## config.mk

```make
export PLATFORM = sky130hd
export DESIGN_NAME = cst_queue
export DESIGN_NICKNAME = d
export VERILOG_FILES = /design/src/cst_pkg.sv /design/src/cst_queue.sv
export SDC_FILE = /design/constraint.sdc
export NUM_CORES = 1
export LEC_CHECK = 0
export BUFFER_PORTS_ARGS = -buffer_cell sky130_fd_sc_hd__buf_2
export CAP_MARGIN = 20
export CORE_UTILIZATION = 45
export DETAILED_ROUTE_END_ITERATION = 6
export PLACE_DENSITY = 0.7
export SLEW_MARGIN = 0
export SYNTH_ARGS = -nofsm -noshare
export SYNTH_HDL_FRONTEND = slang
export SYNTH_SLANG_ARGS = --single-unit
export TNS_END_PERCENT = 5
```

## constraint.sdc

```tcl
create_clock -name aclk -period 3.7 [get_ports aclk]
set_input_delay 0 -clock aclk [delete_from_list [all_inputs] [get_ports aclk]]
set_output_delay 0 -clock aclk [all_outputs]
set_load 0.01 [all_outputs]
```

## src/cst_pkg.sv

```systemverilog
// Package for the counting semaphore table: operation and status codes,
// default sizes and the request type passed from front to back. No dependencies.
package cst_pkg;
    localparam int NUM_SEMS_DEF   = 32;
    localparam int NUM_PROCS_DEF  = 64;
    localparam int COUNT_BITS_DEF = 16;
    localparam int NAME_BITS_DEF  = 64;

    localparam int OP_W   = 3;
    localparam int SID_W  = 5;
    localparam int PID_W  = 6;
    localparam int INIT_W = 16;
    localparam int KEY_W  = 64;
    localparam int ST_W   = 3;

    localparam logic [OP_W-1:0] OP_CREATE = 3'd0;
    localparam logic [OP_W-1:0] OP_FREE   = 3'd1;
    localparam logic [OP_W-1:0] OP_WAIT   = 3'd2;
    localparam logic [OP_W-1:0] OP_SIGNAL = 3'd3;
    localparam logic [OP_W-1:0] OP_NAME   = 3'd4;

    localparam logic [ST_W-1:0] ST_OK        = 3'd0;
    localparam logic [ST_W-1:0] ST_NAME_NULL = 3'd1;
    localparam logic [ST_W-1:0] ST_DUPLICATE = 3'd2;
    localparam logic [ST_W-1:0] ST_FULL      = 3'd3;
    localparam logic [ST_W-1:0] ST_BAD_ID    = 3'd4;
    localparam logic [ST_W-1:0] ST_WAITERS   = 3'd5;
    localparam logic [ST_W-1:0] ST_OVERFLOW  = 3'd6;

    typedef struct packed {
        logic [OP_W-1:0]   operation;
        logic [SID_W-1:0]  sem_id;
        logic [PID_W-1:0]  proc_id;
        logic [INIT_W-1:0] init_value;
        logic [KEY_W-1:0]  name_key;
    } req_t;

    localparam int RES_W = ST_W + SID_W + 1 + 1 + PID_W + KEY_W;
endpackage

```

## src/cst_queue.sv

```systemverilog
// Two-entry request queue between the front and back parts.
// Depends on cst_pkg.
module cst_queue (
    input  logic          aclk,
    input  logic          aresetn,
    input  logic          in_valid,
    output logic          in_ready,
    input  cst_pkg::req_t in_req,
    output logic          out_valid,
    input  logic          out_ready,
    output cst_pkg::req_t out_req
);
    cst_pkg::req_t buf_reg [2];
    logic          wptr_reg, rptr_reg;
    logic [1:0]    cnt_reg;
    logic          push, pop;

    assign in_ready  = (cnt_reg != 2'd2);
    assign out_valid = (cnt_reg != 2'd0);
    assign out_req   = buf_reg[rptr_reg];
    assign push      = in_valid && in_ready;
    assign pop       = out_valid && out_ready;

    always_ff @(posedge aclk) begin
        if (push) begin
            buf_reg[wptr_reg] <= in_req;
        end
        if (!aresetn) begin
            wptr_reg <= 1'b0;
            rptr_reg <= 1'b0;
            cnt_reg  <= 2'd0;
        end else begin
            if (push) wptr_reg <= !wptr_reg;
            if (pop) rptr_reg <= !rptr_reg;
            cnt_reg <= cnt_reg + {1'b0, push} - {1'b0, pop};
        end
    end
endmodule

```

==> flow_metrics.py <==
metrics = {
    "floorplanning": {
        "die_h_microns": 127,
        "fp.dieArea_sq_um": 16200,
        "start_util_pct": 46.3,
        "die_w_microns": 127,
        "io_pins": 194,
        "num_rows": 45,
        "core_area_sq_um": 15300,
    },
    "global_route": {
        "overflow": 0,
        "grt_first_pass_wirelength_microns": 21400,
        "grt_max_degree": 62,
        "antenna_found_initial": 0,
        "grt_pass1_vias": 4256,
        "grt_use_total_pct": 17.9,
    },
    "sta": {
        "worst_pin_slew_ns": 0.823,
        "setup_violations": 0,
        "worst_slack_ns": 1.50,
        "rsz0062_at_grt": "false",
        "slew-limit-headroom_pct": 45.2,
        "finalHoldViolCount": 0,
        "finalSetupTns_ns": 0,
        "finalCriticalPeriod_ns": 2.20,
        "fin_worst_skew_ns": 0.00545,
        "slew_violations": 0,
        "fmax_mhz": 455,
        "post-route-period-util_pct": 59.4,
    },
    "cts": {
        "clock_sinks": 193,
        "htree_levels": 4,
        "cts_buffers": 17,
        "post_cts_buffers": 0,
        "cts_tree": "built",
        "clkTransAtPathRegs_ns": 0.07,
        "cts_root_buffer": "clkbuf_16",
        "insertion_delay_ns": 0.43,
        "clock_path_buffers": 2,
    },
    "layout": {
        "layout_commonest_cell": "buf_2",
        "layout_common_cells": "buf_2, edfxtp_1, dlygate4sd3_1",
        "syn_to_final_growth_pct": 40.4,
        "nNetsFinal": 726,
        "largest_reg_flops": 188,
        "diodes": 0,
        "layout-drive-gt1-share_pct": 42.1,
        "fillCellCount": 1059,
    },
    "placement": {
        "post-place-ws_ns": 1.48,
        "place_congestion": 0.694,
        "place.port_buffers": 193,
        "dp_hpwl_microns": 8290,
    },
    "logic_synthesis": {
        "synth_area_sq_um": 7060,
        "avgSynthCellArea_sq_um": 21.9,
        "synth.largest_area_cell": "edfxtp_1",
        "yosys_warnings": 0,
        "post_synth_main_area_contributors": "edfxtp_1, mux2_1, mux2_2, dfxtp_1, buf_6",
        "synthesis.nets": 421,
        "synth-seq-cells": 193,
        "syn_inst": 322,
        "synth_cell_types": 26,
        "ys_seq_area_share_pct": 81.4,
        "netlist.area_leader.share_pct": 80.0,
    },
    "power_and_ir_drop": {
        "cellPowerDensity_nw_per_um2": 600,
        "leakage_nw": 3.76,
        "ir_drop_v": 0.000311,
    },
    "drt": {
        "drtPass1Iterations": 4,
        "viasPerCell": 4.75,
        "wl_microns": 13800,
        "antenna_left": 0,
        "detail_route.wl_per_cell_microns": 16.3,
        "dr_total_vias": 4038,
        "drc": 0,
        "drt_iter0_markers": 266,
    },
    "worst_setup_path": {
        "required_ns": 3.70,
        "crit_fanout": 49,
        "end_kind": "output pin",
        "crit_type": "flop to output pin",
        "startpoint_type": "flop",
        "cp_data_arrival_time_ns": 2.20,
    },
    "flow_run": {
        "maxCapViolCount": 0,
    },
    "min_path": {
        "worstHoldPathType": "input pin to flop",
    },
    "status": {
        "outcome": "finished clean",
    },
}
-- metal layers --
metal  GRT usage [%]  vias to the layer above  wire, microns
li1                -                     1892              -
met1            20.3                     1968           5570
met2            31.4                      151           7090
met3            5.53                       27            843
met4            7.63                        0            325
met5               0                        -              0
-- synth_stat cells --
master and number:
a21bo_2 1, a21oi_1 1, and2_1 1, and3_1 2, buf_2 3, buf_4 1
buf_6 6, dfxtp_1 5, edfxtp_1 188, ha_1 1, inv_1 2, mux2_1 60
mux2_2 34, nand2b_1 1, nand3_1 1, nand3b_1 1, nor2_1 4, nor2b_1 1
nor3_2 1, nor4_1 1, nor4bb_1 1, o21ai_0 2, o21ba_1 1, o31a_1 1
or2_2 1, xor2_1 1
-- stage by stage --
step	cell area (sq um)	power, mW	std cells	hold slack (ns)	util [%]
6_report	9910	5.95	850	0.290	64.9
3_5_place_dp	8250	3.82	722	0.191	54.1
3_3_place_gp	8250	3.79	722	0.188	54.1
5_1_grt	9910	6.17	850	0.279	64.9
4_1_cts	9910	6.00	850	0.268	64.9
2_1_floorplan	7060	3.42	322	0.0989	-
-- kinds of logic (layout without fill, tap and decap cells) --
group	after synthesis	after routing	synth area share (%)
flops	193	193	81.4
simple gates	15	15	1.29
buf+inv	12	329	1.38
mux	94	94	15.0
fa+ha+maj	1	1	0.177
compound gates	6	6	0.620
xor+xnor	1	1	0.124
-- critical path, stage by stage (launching register included) --
cell,delay (ns)
dfxtp_4,0.78
buf_4,0.46
mux2_1,0.37
buf_2,0.15
-- path summary, 6_finish.rpt --
kind / from / endpoint / slack, ns / depth (start not counted)
max: flop / out_req[66] / 1.50 / 3
min: in_req[28] / buf_reg[1][28]$_DFFE_PP_ / 0.29 / 2
max reg2reg: cnt_reg[0]$_SDFF_PN0_ / buf_reg[1][51]$_DFFE_PP_ / 1.52 / 3
min reg2reg: rptr_reg$_SDFFE_PN0P_ / flop / 0.51 / 2
-- power breakdown --
part           total, mW  internal, mW  switching, mW
logic               1.08         0.530          0.553
registers           2.77          2.66          0.110
clock network       2.10          1.33          0.766
total               5.95          4.52           1.43
-- what timing repair did --
action	CTS	global route
hold endpoints to repair	193	0
endpoints found under the setup margin	0	0
hold buffers	97	0
resized for setup	0	0
-- final cells by class --
type                    instances  area, sq um  area share, %
flip-flops and latches        193         5750           58.0
repair buffers                296         1980           20.0
multi-input cells             117         1220           12.3
clock buffers                  17          425           4.29
well taps                     211          264           2.66
clock inverters                14          258           2.60
inverters                       2         10.0          0.101
Power figures use the tool's default switching activity.
