[src/cst_pkg.sv]
// Package for the counting semaphore table: operation and status codes,
// default sizes and the request type passed from front to back. No dependencies.
package cst_pkg;
    localparam int NUM_SEMS_DEF   = 32;
    localparam int NUM_PROCS_DEF  = 64;
    localparam int COUNT_BITS_DEF = 16;
    localparam int NAME_BITS_DEF  = 64;

    localparam int OP_W   = 3;
    localparam int SID_W  = 5;
    localparam int PID_W  = 6;
    localparam int INIT_W = 16;
    localparam int KEY_W  = 64;
    localparam int ST_W   = 3;

    localparam logic [OP_W-1:0] OP_CREATE = 3'd0;
    localparam logic [OP_W-1:0] OP_FREE   = 3'd1;
    localparam logic [OP_W-1:0] OP_WAIT   = 3'd2;
    localparam logic [OP_W-1:0] OP_SIGNAL = 3'd3;
    localparam logic [OP_W-1:0] OP_NAME   = 3'd4;

    localparam logic [ST_W-1:0] ST_OK        = 3'd0;
    localparam logic [ST_W-1:0] ST_NAME_NULL = 3'd1;
    localparam logic [ST_W-1:0] ST_DUPLICATE = 3'd2;
    localparam logic [ST_W-1:0] ST_FULL      = 3'd3;
    localparam logic [ST_W-1:0] ST_BAD_ID    = 3'd4;
    localparam logic [ST_W-1:0] ST_WAITERS   = 3'd5;
    localparam logic [ST_W-1:0] ST_OVERFLOW  = 3'd6;

    typedef struct packed {
        logic [OP_W-1:0]   operation;
        logic [SID_W-1:0]  sem_id;
        logic [PID_W-1:0]  proc_id;
        logic [INIT_W-1:0] init_value;
        logic [KEY_W-1:0]  name_key;
    } req_t;

    localparam int RES_W = ST_W + SID_W + 1 + 1 + PID_W + KEY_W;
endpackage

[src/cst_ram.sv]
// Generic single-port-write, single-port-read RAM with registered read.
// No dependencies.
module cst_ram #(
    parameter int WIDTH = 8,
    parameter int DEPTH = 16
) (
    input  logic                     aclk,
    input  logic                     we,
    input  logic [$clog2(DEPTH)-1:0] waddr,
    input  logic [WIDTH-1:0]         wdata,
    input  logic [$clog2(DEPTH)-1:0] raddr,
    output logic [WIDTH-1:0]         rdata
);
    logic [WIDTH-1:0] mem [DEPTH];

    always_ff @(posedge aclk) begin
        if (we) begin
            mem[waddr] <= wdata;
        end
        rdata <= mem[raddr];
    end
endmodule

[src/cst_back.sv]
// Back part: executes one request at a time on the semaphore table.
// Depends on cst_pkg and cst_ram (next-waiter links).
module cst_back #(
    parameter int NUM_SEMS   = cst_pkg::NUM_SEMS_DEF,
    parameter int NUM_PROCS  = cst_pkg::NUM_PROCS_DEF,
    parameter int COUNT_BITS = cst_pkg::COUNT_BITS_DEF,
    parameter int NAME_BITS  = cst_pkg::NAME_BITS_DEF
) (
    input  logic                      aclk,
    input  logic                      aresetn,
    input  logic                      q_valid,
    output logic                      q_ready,
    input  cst_pkg::req_t             q_req,
    output logic                      m_valid,
    input  logic                      m_ready,
    output logic [cst_pkg::RES_W-1:0] m_data
);
    localparam int SW = (NUM_SEMS > 1) ? $clog2(NUM_SEMS) : 1;
    localparam int PW = (NUM_PROCS > 1) ? $clog2(NUM_PROCS) : 1;
    localparam logic [COUNT_BITS-1:0] CMAX = {COUNT_BITS{1'b1}};

    typedef enum logic [2:0] {S_IDLE, S_SCAN, S_EXEC, S_LINK, S_OUT} state_t;

    state_t state_reg;
    cst_pkg::req_t req_reg;
    logic [COUNT_BITS-1:0] count_reg [NUM_SEMS];
    logic [NAME_BITS-1:0]  name_reg  [NUM_SEMS];
    logic [NUM_SEMS-1:0]   used_reg, nonempty_reg;
    logic [PW-1:0]         head_reg  [NUM_SEMS];
    logic [PW-1:0]         tail_reg  [NUM_SEMS];
    logic [SW:0]           scan_reg;
    logic                  found_reg, dup_reg;
    logic [SW-1:0]         slot_reg;
    logic [cst_pkg::ST_W-1:0] st_reg;
    logic [cst_pkg::SID_W-1:0] nid_reg;
    logic                  blk_reg, wk_reg;
    logic [cst_pkg::PID_W-1:0] wpid_reg;
    logic [cst_pkg::KEY_W-1:0] nout_reg;

    logic          ram_we;
    logic [PW-1:0] ram_waddr, ram_wdata, ram_raddr, ram_rdata;

    logic          sid_ok, pid_ok;
    logic [SW-1:0] scan_idx;

    assign scan_idx = scan_reg[SW-1:0];

    cst_ram #(.WIDTH(PW), .DEPTH(NUM_PROCS)) u_next (
        .aclk(aclk), .we(ram_we), .waddr(ram_waddr), .wdata(ram_wdata),
        .raddr(ram_raddr), .rdata(ram_rdata)
    );

    logic [SW-1:0] rsid;
    assign rsid   = SW'(req_reg.sem_id);
    assign sid_ok = ({{(32-cst_pkg::SID_W){1'b0}}, req_reg.sem_id} < 32'(NUM_SEMS))
                    && used_reg[rsid];
    assign pid_ok = {{(32-cst_pkg::PID_W){1'b0}}, req_reg.proc_id} < 32'(NUM_PROCS);

    assign ram_raddr = head_reg[rsid];
    assign ram_we    = (state_reg == S_EXEC) && (req_reg.operation == cst_pkg::OP_WAIT)
                       && sid_ok && (count_reg[rsid] == '0) && pid_ok && nonempty_reg[rsid];
    assign ram_waddr = tail_reg[rsid];
    assign ram_wdata = PW'(req_reg.proc_id);

    assign q_ready = (state_reg == S_IDLE);
    assign m_valid = (state_reg == S_OUT);
    assign m_data  = {nout_reg, wpid_reg, wk_reg, blk_reg, nid_reg, st_reg};

    always_ff @(posedge aclk) begin
        if (!aresetn) begin
            state_reg    <= S_IDLE;
            used_reg     <= '0;
            nonempty_reg <= '0;
        end else begin
            case (state_reg)
                S_IDLE: begin
                    if (q_valid) begin
                        req_reg   <= q_req;
                        st_reg    <= cst_pkg::ST_OK;
                        nid_reg   <= '0;
                        blk_reg   <= 1'b0;
                        wk_reg    <= 1'b0;
                        wpid_reg  <= '0;
                        nout_reg  <= '0;
                        scan_reg  <= '0;
                        found_reg <= 1'b0;
                        dup_reg   <= 1'b0;
                        slot_reg  <= '0;
                        if (q_req.operation == cst_pkg::OP_CREATE
                            && q_req.name_key != '0) begin
                            state_reg <= S_SCAN;
                        end else begin
                            state_reg <= S_EXEC;
                        end
                    end
                end
                S_SCAN: begin
                    if (used_reg[scan_idx]
                        && name_reg[scan_idx] == NAME_BITS'(req_reg.name_key)) begin
                        dup_reg <= 1'b1;
                    end
                    if (!used_reg[scan_idx] && !found_reg) begin
                        found_reg <= 1'b1;
                        slot_reg  <= scan_idx;
                    end
                    scan_reg <= scan_reg + 1'b1;
                    if (scan_reg == (SW+1)'(NUM_SEMS - 1)) state_reg <= S_EXEC;
                end
                S_EXEC: begin
                    state_reg <= S_OUT;
                    case (req_reg.operation)
                        cst_pkg::OP_CREATE: begin
                            if (req_reg.name_key == '0) st_reg <= cst_pkg::ST_NAME_NULL;
                            else if (dup_reg) st_reg <= cst_pkg::ST_DUPLICATE;
                            else if (!found_reg) st_reg <= cst_pkg::ST_FULL;
                            else begin
                                used_reg[slot_reg]     <= 1'b1;
                                name_reg[slot_reg]     <= NAME_BITS'(req_reg.name_key);
                                count_reg[slot_reg]    <= COUNT_BITS'(req_reg.init_value);
                                nonempty_reg[slot_reg] <= 1'b0;
                                nid_reg <= cst_pkg::SID_W'(slot_reg);
                            end
                        end
                        cst_pkg::OP_FREE: begin
                            if (!sid_ok) st_reg <= cst_pkg::ST_BAD_ID;
                            else if (nonempty_reg[rsid]) st_reg <= cst_pkg::ST_WAITERS;
                            else begin
                                used_reg[rsid]  <= 1'b0;
                                count_reg[rsid] <= '0;
                                name_reg[rsid]  <= '0;
                            end
                        end
                        cst_pkg::OP_WAIT: begin
                            if (!sid_ok) st_reg <= cst_pkg::ST_BAD_ID;
                            else if (count_reg[rsid] != '0)
                                count_reg[rsid] <= count_reg[rsid] - 1'b1;
                            else if (!pid_ok) st_reg <= cst_pkg::ST_BAD_ID;
                            else begin
                                if (!nonempty_reg[rsid]) begin
                                    head_reg[rsid]     <= PW'(req_reg.proc_id);
                                    nonempty_reg[rsid] <= 1'b1;
                                end
                                tail_reg[rsid] <= PW'(req_reg.proc_id);
                                blk_reg <= 1'b1;
                            end
                        end
                        cst_pkg::OP_SIGNAL: begin
                            if (!sid_ok) st_reg <= cst_pkg::ST_BAD_ID;
                            else if (nonempty_reg[rsid]) begin
                                wk_reg   <= 1'b1;
                                wpid_reg <= cst_pkg::PID_W'(head_reg[rsid]);
                                if (head_reg[rsid] == tail_reg[rsid])
                                    nonempty_reg[rsid] <= 1'b0;
                                else
                                    state_reg <= S_LINK;
                            end else if (count_reg[rsid] == CMAX)
                                st_reg <= cst_pkg::ST_OVERFLOW;
                            else count_reg[rsid] <= count_reg[rsid] + 1'b1;
                        end
                        cst_pkg::OP_NAME: begin
                            if (!sid_ok) st_reg <= cst_pkg::ST_BAD_ID;
                            else nout_reg <= cst_pkg::KEY_W'(name_reg[rsid]);
                        end
                        default: ;
                    endcase
                end
                S_LINK: begin
                    head_reg[rsid] <= ram_rdata;
                    state_reg      <= S_OUT;
                end
                S_OUT: begin
                    if (m_ready) state_reg <= S_IDLE;
                end
                default: state_reg <= S_IDLE;
            endcase
        end
    end
endmodule

[config.mk]
export PLATFORM = sky130hd
export DESIGN_NAME = cst_back
export DESIGN_NICKNAME = d
export VERILOG_FILES = /design/src/cst_pkg.sv /design/src/cst_ram.sv /design/src/cst_back.sv
export SDC_FILE = /design/constraint.sdc
export NUM_CORES = 2
export LEC_CHECK = 0
export ABC_CLOCK_PERIOD_IN_PS = 18690
export BUFFER_PORTS_ARGS = -buffer_cell sky130_fd_sc_hd__buf_2
export CAP_MARGIN = 15
export CORE_MARGIN = 3
export CORE_UTILIZATION = 45
export DETAILED_ROUTE_END_ITERATION = 12
export PLACE_DENSITY = 0.64
export RECOVER_POWER = 50
export SLEW_MARGIN = 20
export SYNTH_ARGS = -nofsm -noshare
export SYNTH_HDL_FRONTEND = slang
export SYNTH_HIERARCHICAL = 1
export SYNTH_SLANG_ARGS = --single-unit
export TNS_END_PERCENT = 10
[constraint.sdc]
create_clock -name aclk -period 18.69 [get_ports aclk]
set_clock_uncertainty 0.15 [all_clocks]
set_input_delay 1.869 -clock aclk [delete_from_list [all_inputs] [get_ports aclk]]
set_output_delay 1.869 -clock aclk [all_outputs]
set_load 0.02 [all_outputs]
==> metrics.yaml <==
min_from: "used_reg[21]"
drc: 0
critPathMaxStageDelay_ns: 3.10
critPathMaxFanout: 52
rr_endpoint: "u_next/rdata[1]"
dpl_cell_area_sq_um: 163000
htreeDepth: 5
fin_crit_sh_pct: 67.2
grt_pass1_vias: 86200
syn-cell-area_sq_um: 157000
reg2regPathDepth: 10
clock_sinks: 3598
holdWs_ns: 0.344
grt_use_total_pct: 26.7
cp.required_ns: 19.36
final_nets: 8049
hold_class: "flop to flop"
synth_area_per_cell_sq_um: 20.4
fmax_mhz: 79.7
synth_area_leaders: "edfxtp_1 (67%), mux4_2 (22%), mux2i_1 (1.7%), dfxtp_1 (1.1%), nor2_1 (0.78%)"
wl_per_cell_microns: 37.4
clk_pin_slew_ns: 0.06
utilization_pct: 50.9
grt_pass1_wl_microns: 674000
core-area_sq_um: 345000
synth.most_common_cell: "edfxtp_1"
ir_drop_mv: 0.0889
ant_nets: 0
largest_register_ffs: 2048
portBuffers: 179
endpoint_kind: "flop"
final_hold_viol_count: 0
ys_warn_count: 6
p_leak_nw: 53.7
syn_inst: 7683
power_density_nw_per_um2: 109
postCtsSetupRepairBufs: 0
num_vias: 87100
worst_slew_pin_slew_ns: 4.64
min_to: "used_reg[21]"
crit_path_start_kind: "flop"
clockBufferDepth: 4
drtIter0Drc: 13000
netlist_top_cells_count: "edfxtp_1 (3,515), mux4_2 (1,502), nor2_1 (327), clkbuf_1 (316), mux2i_1 (262)"
antenna_found_initial: 27
slew_violations: 2093
fin_area_sq_um: 175000
synth_edf_count: 3515
first_pass_iters: 10
dp_hpwl_microns: 281000
hold_buffers: 0
setup-violations-final: 0
synth-async-reset-ratio_pct: 0
cts_buffers: 372
setup_tns_ns: 0
max-cap-violations: 62
grt_start_max_net_pins: 143
cp_cell_sequence: "clkbuf_1, clkbuf_1, mux4_2, mux4_2, mux2_1, nand2b_1, or2_2, o22ai_1, nor3_1, o22a_1"
clk-insertion-delay-late_ns: 0.94
area_growth_pct: 12.0
worstPathArrival_ns: 13.22
ctsResizeCount: 0
cts_tree: "built"
synth_ff_type: "edfxtp_1"
vias_per_cell: 6.79
rsz0062_at_grt: "false"
period_needed_ns: 12.55
die-area_sq_um: 355000
violations: "capacitance limit, slew limit"
wirelength_microns: 480000
fp-row-count: 215
drive_gt1_share_pct: 29.5
die_h_microns: 596
ys_seq_elements: 3598
criticalPathCategory: "flop to flop"
synth_top_area_cell: "edfxtp_1"
crit_slowest_cell: "clkbuf_1"
root_buffer: "clkbuf_16"
die_w_microns: 596
start_util_pct: 45.4
io_pins: 180
grt.overflow.total: 0
yosysTopAreaCellShare_pct: 67.4
hold_path_depth: 2
synth.net_count: 7785
reg2reg_slack_ns: 6.14
synth_cell_types: 84
place.gp.congestion: 0.919
run_status: "finished with violations"
slew_headroom_pct: -209
ys_seq_area_share_pct: 68.5
[worst max-delay path by stage]
stage                     slack [ns]           endpoint  cells past startpoint    start
after global placement         10.22  u_next/mem[41][1]                     12     flop
after floorplan                12.02    name_reg[16][0]                     12  rsid[0]
after detailed placement       10.06  count_reg[28][14]                     13     flop
final                           6.14    u_next/rdata[1]                     10     flop
after global routing            4.94    u_next/rdata[3]                     11     flop
after CTS                      10.01  u_next/mem[43][5]                     12     flop
[report_power, final]
part           internal [mW]  switching [mW]
Clock                   4.31            3.18
Sequential              8.97           0.100
Combinational           1.04            1.48
Total                   14.3            4.77
[cells by family (layout without fill, tap and decap cells)]
group                    after synthesis  count (layout)  synth area share (%)
flip-flops                          3598            3598                  68.5
multiplexers                        1829            1829                  23.8
AND/OR/NAND/NOR                      993             993                  3.01
AO/OA/AOI/OAI                        623             623                  2.74
buffers and inverters                565            1131                  1.52
XOR/XNOR                              71              71                 0.397
adder cells (fa/ha/maj)                4               4                0.0320
other                                  0               9                     0
[worst max-delay path: cells and delay by family, from the launching register on]
| family | cells | cell delay, ns |
|---|---|---|
| flops | 1 | 2.48 |
| buf+inv | 2 | 5.74 |
| simple gates | 3 | 1.27 |
| mux | 3 | 1.95 |
| compound gates | 2 | 0.60 |
[per-layer routing]
layer	global-route usage [%]	wire [microns]	part of all wire, %
met1	37.8	182000	38
met2	41.1	222000	46
met3	6.05	56300	12
met4	9.51	19500	4.1
met5	0	26	0.0054
[stage by stage]
| step | cells | power [mW] | setup WS, ns |
|---|---|---|---|
| after floorplan | 7683 | 10.9 | 12.02 |
| after global placement | 12100 | 11.7 | 10.22 |
| after detailed placement | 12100 | 11.7 | 10.06 |
| after CTS | 12800 | 19.2 | 10.01 |
| after global routing | 12800 | 19.6 | 4.94 |
| final | 12800 | 19.1 | 6.14 |
[layout by cell type (no fill, tap or decap), types with 29 or more instances in the layout]
master / Yosys / layout
bufinv_16: 0 / 42
o21ai_0: 65 / 66
mux4_2: 1502 / 1502
mux2i_1: 262 / 258
buf_4: 13 / 174
clkbuf_16: 0 / 378
nor2_1: 327 / 297
buf_2: 53 / 35
nand3_1: 97 / 97
nor2_4: 0 / 29
dfxtp_1: 83 / 74
xnor2_1: 38 / 38
inv_1: 32 / 31
a21oi_1: 104 / 104
nor4_1: 49 / 45
nand2_1: 246 / 242
mux2_2: 56 / 44
clkinv_1: 3 / 68
and2_0: 3 / 62
clkbuf_1: 316 / 267
edfxtp_1: 3515 / 3515
nand4_1: 31 / 31
nor3_1: 31 / 30
xor2_1: 33 / 33
a32oi_1: 46 / 46
clkinv_2: 0 / 62
a22oi_1: 74 / 74
o22ai_1: 83 / 83
[area by class of cell]
cell class | count | area [sq um]
antenna | 9 | 22.5
sequential | 3598 | 107000
fill | 26900 | 169000
timing repair buffer | 417 | 2480
tap | 4557 | 5700
inverter | 38 | 148
clock inverter | 222 | 2410
clock buffer | 454 | 9770
multi-input combinational | 3520 | 47600
No activity file was read; power rests on OpenSTA's default activity.
